--- src/rat_pkg.sv ---
// Shared types and constants of the remote address id table.
package rat_pkg;

  localparam int unsigned CMD_W    = 2;
  localparam int unsigned ID_W     = 8;
  localparam int unsigned IP_W     = 32;
  localparam int unsigned PORT_W   = 16;
  localparam int unsigned STATUS_W = 3;

  // job queue between front and back; depth must stay a power of two
  localparam int unsigned QDEPTH = 2;
  localparam int unsigned QPTR_W = $clog2(QDEPTH);

  typedef enum logic [CMD_W-1:0] {
    CMD_ADD    = 2'd0,
    CMD_REMOVE = 2'd1,
    CMD_LIST   = 2'd2
  } cmd_e;

  typedef enum logic [STATUS_W-1:0] {
    ST_OK          = 3'd0,
    ST_IP_CONFLICT = 3'd1,
    ST_DUP_PORT    = 3'd2,
    ST_FULL        = 3'd3,
    ST_NOT_FOUND   = 3'd4
  } status_e;

  typedef enum logic [1:0] {
    K_ADD    = 2'd0,
    K_REMOVE = 2'd1,
    K_LIST   = 2'd2,
    K_REJECT = 2'd3
  } kind_e;

  typedef struct packed {
    kind_e             kind;
    logic [ID_W-1:0]   id;
    logic [IP_W-1:0]   ip;
    logic [PORT_W-1:0] port;
  } job_t;

  typedef struct packed {
    logic valid;
    job_t job;
  } q_word_t;

endpackage

--- src/rat_queue.sv ---
// Short job queue between the front and back ends.
module rat_queue (
  input  logic             clk_i,
  input  logic             rst_ni,
  input  rat_pkg::q_word_t push_i,
  output logic             full_o,
  output rat_pkg::q_word_t head_o,
  input  logic             pop_i
);
  import rat_pkg::*;

  job_t              slot_q [QDEPTH];
  logic [QPTR_W-1:0] wr_ptr_q, wr_ptr_d;
  logic [QPTR_W-1:0] rd_ptr_q, rd_ptr_d;
  logic [QPTR_W:0]   cnt_q, cnt_d;

  assign full_o       = cnt_q == (QPTR_W+1)'(QDEPTH);
  assign head_o.valid = cnt_q != '0;
  assign head_o.job   = slot_q[rd_ptr_q];

  always_comb begin
    wr_ptr_d = wr_ptr_q;
    rd_ptr_d = rd_ptr_q;
    cnt_d    = cnt_q;
    if (push_i.valid) begin
      wr_ptr_d = wr_ptr_q + QPTR_W'(1);
    end
    if (pop_i) begin
      rd_ptr_d = rd_ptr_q + QPTR_W'(1);
    end
    if (push_i.valid && !pop_i) begin
      cnt_d = cnt_q + (QPTR_W+1)'(1);
    end else if (!push_i.valid && pop_i) begin
      cnt_d = cnt_q - (QPTR_W+1)'(1);
    end
  end

  always_ff @(posedge clk_i or negedge rst_ni) begin
    if (!rst_ni) begin
      wr_ptr_q <= '0;
      rd_ptr_q <= '0;
      cnt_q    <= '0;
    end else begin
      wr_ptr_q <= wr_ptr_d;
      rd_ptr_q <= rd_ptr_d;
      cnt_q    <= cnt_d;
    end
  end

  always_ff @(posedge clk_i) begin
    if (push_i.valid) begin
      slot_q[wr_ptr_q] <= push_i.job;
    end
  end

  a_no_push_full: assert property (@(posedge clk_i) disable iff (!rst_ni)
    push_i.valid |-> !full_o || pop_i)
    else $error("job queue overrun");

  a_no_pop_empty: assert property (@(posedge clk_i) disable iff (!rst_ni)
    pop_i |-> head_o.valid)
    else $error("job queue underrun");

endmodule

--- config.mk ---
export PLATFORM = sky130hd
export DESIGN_NAME = rat_queue
export DESIGN_NICKNAME = d
export VERILOG_FILES = /design/src/rat_pkg.sv /design/src/rat_queue.sv
export SDC_FILE = /design/constraint.sdc
export NUM_CORES = 1
export LEC_CHECK = 0
export ABC_CLOCK_PERIOD_IN_PS = 5300
export BUFFER_PORTS_ARGS = -buffer_cell sky130_fd_sc_hd__buf_2
export CAP_MARGIN = 20
export CORE_MARGIN = 10
export CORE_UTILIZATION = 45
export DETAILED_ROUTE_END_ITERATION = 6
export MAX_ROUTING_LAYER = met4
export PLACE_DENSITY = 0.7
export SYNTH_ARGS = -nofsm -noshare
export SYNTH_HDL_FRONTEND = slang
export SYNTH_SLANG_ARGS = --single-unit
--- constraint.sdc ---
create_clock -name clk_i -period 5.3 [get_ports clk_i]
set_input_delay 0.795 -clock clk_i [delete_from_list [all_inputs] [get_ports clk_i]]
set_output_delay 0.795 -clock clk_i [all_outputs]
set_load 0.01 [all_outputs]
# Word level (Yosys, flattened, before mapping)
# Memory sizes are Yosys's and may differ from the RTL's.
# Cells that the tools add are included.
word_totals:
  elab_cells: 19
  mem_count: 1
  reg_bits: 4
  ram_bits: 116
  out_inout_bits: 60
classes:
  reduce_logical: 6
  n_eq_ne: 1
  add_sub_neg: 4
  n_mux: 4
mem_list:
  columns: ["name", "words", "word_bits", "read_ports", "rd_clocked_by_memory_dff", "wr", "line_no", "source"]
  rows:
  - ["slot_q", 2, 58, 1, 0, 1, "rat_queue.sv:12", "job_t slot_q [QDEPTH];"]
op_table:
  columns: ["operator", "count"]
  rows:
  - ["$mux 2", 2]
  - ["$reduce_bool 2->1", 2]
  - ["$add 1x1->1 const B", 2]
  - ["$add 2x1->2 const B", 1]
  - ["$eq 2x2->1 const B", 1]
  - ["$logic_and 1x1->1", 2]
  - ["$logic_not 1->1", 2]
  - ["$mux 1", 2]
  - ["$sub 2x1->2 const B", 1]

# Depth between registers and ports, before layout
depth:
  depth_word: 4
  ltp_mapped: 5
  mapped_depth_nobuf: 5

# Worst setup path before layout
# Ideal clock, no wire load.
synth_timing:
  path_kind: "input to register"
  startpoint: "input port push_i[58] in the netlist's numbering"
  endpoint: "memory slot_q[0][0] in the netlist's numbering, enable pin"
  path_stages: 1
  path_buffers: 0
  t_arrival_ps: 3353
  setup_slack_ps: 1466
  path_cell_list: "nor2b_1"
synth_between:
  elab_chain_cells: 2
synth_rtl:
  columns: ["element", "line_no", "source"]
  rows:
  - ["start: declaration", "rat_queue.sv:5", "input rat_pkg::q_word_t push_i,"]
  - ["$mux 1", "rat_queue.sv:51", "if (push_i.valid) begin"]
  - ["$mux 1 (implied by the code)", "rat_queue.sv:52", "slot_q[wr_ptr_q] <= push_i.job;"]
  - ["end: declaration", "rat_queue.sv:12", null]
# Every way passes these cells.

==> impl_metrics.ini <==
[global_routing]
grt_antenna_before_repair = 0
grt_max_degree = 59
grt_pass1_wl_um = 13100
grt_pass1_vias = 2593
grt_overflow_total = 0
grt_util_all_layers_pct = 12.2

[die]
coreArea_sq_um = 9680
initial_core_util_pct = 45.6
die-width_um = 119
die-area_sq_um = 14200
die_h_um = 119
num_rows = 36
io_pins = 122

[synth]
synth_cells = 197
yosysTopAreaCellShare_pct = 78.8
netlist-cell-type-count = 15
synth.net_count = 260
yosys-top-cells-area = edfxtp_1, mux2_2, mux2_4
syn-cell-area_sq_um = 4420
syn_area_per_cell_sq_um = 22.4
seq_area_frac_synth_pct = 81.1
yosys_warnings = 0
yosysTopAreaCell = edfxtp_1
synth_seq_cells = 120

[critical_path]
worstPathRequired_ns = 4.51
critPathKind = flip-flop to output pin
worstSetupEndpointType = output pin
crit_fanout = 41
rr_worst_depth = 2
critPathArrivalTime_ns = 2.48
critPathLaunchType = flip-flop

[pwr]
vdd_ir_drop_max_uv = 411
power.leakage_nw = 2.19
total_power_mw = 3.12
powerDensity_nw_per_um2 = 549

[sta]
final_max_slew_viol_count = 0
tightest_slew_ns = 0.945
period_needed_ns = 3.28
hold_slack_ns = 0.0953
slew_headroom_pct = 37.0
hold_viol = 0
tns_ns = 0
finalCritPeriodShare_pct = 61.8
rsz0062_at_grt = false
final-setup-viol-count = 0
clock_skew_ns = 0.00691
max_freq_ghz = 0.305

[route]
drt-total-wl_um = 8470
drtPass1Iterations = 4
ant_nets = 0
drt_iter0_drc = 123
viasPerCell = 4.72
post_drt_wl_per_cell_um = 17.8
vias = 2246
drc_errors = 0

[clocking]
post-cts-setup-buffers = 0
cts.sinks = 120
insertion_delay_ns = 0.49
hold_buffers = 0
ctsResizeCount = 0
cts_root_buf = clkbuf_8
cts_tree = done
numCtsBuffers = 17
htreeDepth = 4
ctsLongestPathBuffers = 2
clkTransAtPathRegs_ns = 0.05

[placement]
dpl.hpwl_um = 5790
routabilityCongestion = 0.738
dp.cells = 447
numPortBuffers = 121

[flow_run]
maxCapViolations = 0

[cells_and_area]
nets = 396
drive_above_1_share_pct = 61.8
n_antenna_cell = 0
instances_no_fill = 476
syn2layout_area_growth_pct = 28.3

[min_path]
worst_hold_path_type = input port to async pin

[run_status]
outcome = finished, final reports clean
==> final timing paths <==
check	start	end	slack (ns)
max in group asynchronous	rst_ni	rd_ptr_q$_DFFE_PN0P_	5.06
worst max-delay path	rd_ptr_q$_DFFE_PN0P_	head_o[36]	2.02
worst max register to register	wr_ptr_q$_DFFE_PN0P_	slot_q[1][55]$_DFFE_PP_	3.39
worst min register to register	cnt_q[1]$_DFFE_PN0P_	cnt_q[1]$_DFFE_PN0P_	0.52
worst min-delay path	rst_ni	cnt_q[1]$_DFFE_PN0P_	0.1
min in group clk_i	push_i[52]	slot_q[0][52]$_DFFE_PP_	0.48
==> cells in the final DEF (no fill, tap or decap) <==
cell type	count
buf_2	121
edfxtp_1	116
mux2_2	48
clkbuf_16	16
mux2_4	10
clkinv_2	5
xor2_1	4
clkinv_1	3
clkinvlp_4	3
dfrtp_1	3
buf_4	3
inv_1	1
or2_2	1
nor2b_1	1
and2_2	1
nor2b_4	1
xnor2_1	1
nor2_1	1
ha_1	1
clkbuf_8	1
bufinv_16	1
dfrtp_2	1
==> critical path, cell delays in order (launching register included) <==
cell and delay [ns]:
dfrtp_2 0.98, buf_4 0.45, mux2_2 0.38, buf_2 0.15
==> area by class of cell <==
type / instances / area, sq um
fillers: 753 / 4010
well taps: 133 / 166
clock inverters: 12 / 88.8
multi-input cells: 69 / 785
clock buffers: 17 / 414
repair buffers: 124 / 628
inverters: 1 / 3.75
flip-flops and latches: 120 / 3580
==> routing by layer <==
layer	track usage [%]	wire length, um
met1	14.9	4000
met2	18.1	3970
met3	4.39	453
met4	4.81	44
met5	-	0
==> flip-flops by register name, summed over array words and instances (netlist names) <==
register / flops
rd_ptr_q: 1
slot_q: 116
wr_ptr_q: 1
cnt_q: 2
==> synth_stat cells <==
library cell,n
dfrtp_1,4
nor2_1,1
edfxtp_1,116
ha_1,1
mux2_2,48
buf_2,4
nor2b_1,2
or2_2,1
xor2_1,4
mux2_4,10
buf_6,2
buf_8,1
inv_1,1
xnor2_1,1
and2_1,1
==> metrics by stage <==
step                setup slack [ns]  area, sq um  util, %
finish                          2.02         5670     58.6
global route                    1.90         5670     58.6
CTS                             1.94         5670     58.6
detailed placement              2.50         5170     53.4
global placement                2.50         5170     53.4
floorplan                       1.47         4420        -
==> report_power, final <==
group / switching, mW / internal, mW / total, mW
clock: 0.365 / 0.601 / 0.966
sequential: 0.110 / 1.26 / 1.37
combinational: 0.385 / 0.392 / 0.776
==> cell families (layout without fill, tap and decap cells) <==
kind of cell	after synthesis	after routing	share of synthesized area, %
xor gates and xnor gates	5	5	0.991
adders and majority gates	1	1	0.283
buffers and inverters	8	154	1.39
DFF	120	120	81.1
muxes	58	58	15.6
and+or+nand+nor	5	5	0.651
No activity file was read; power rests on OpenSTA's default activity.
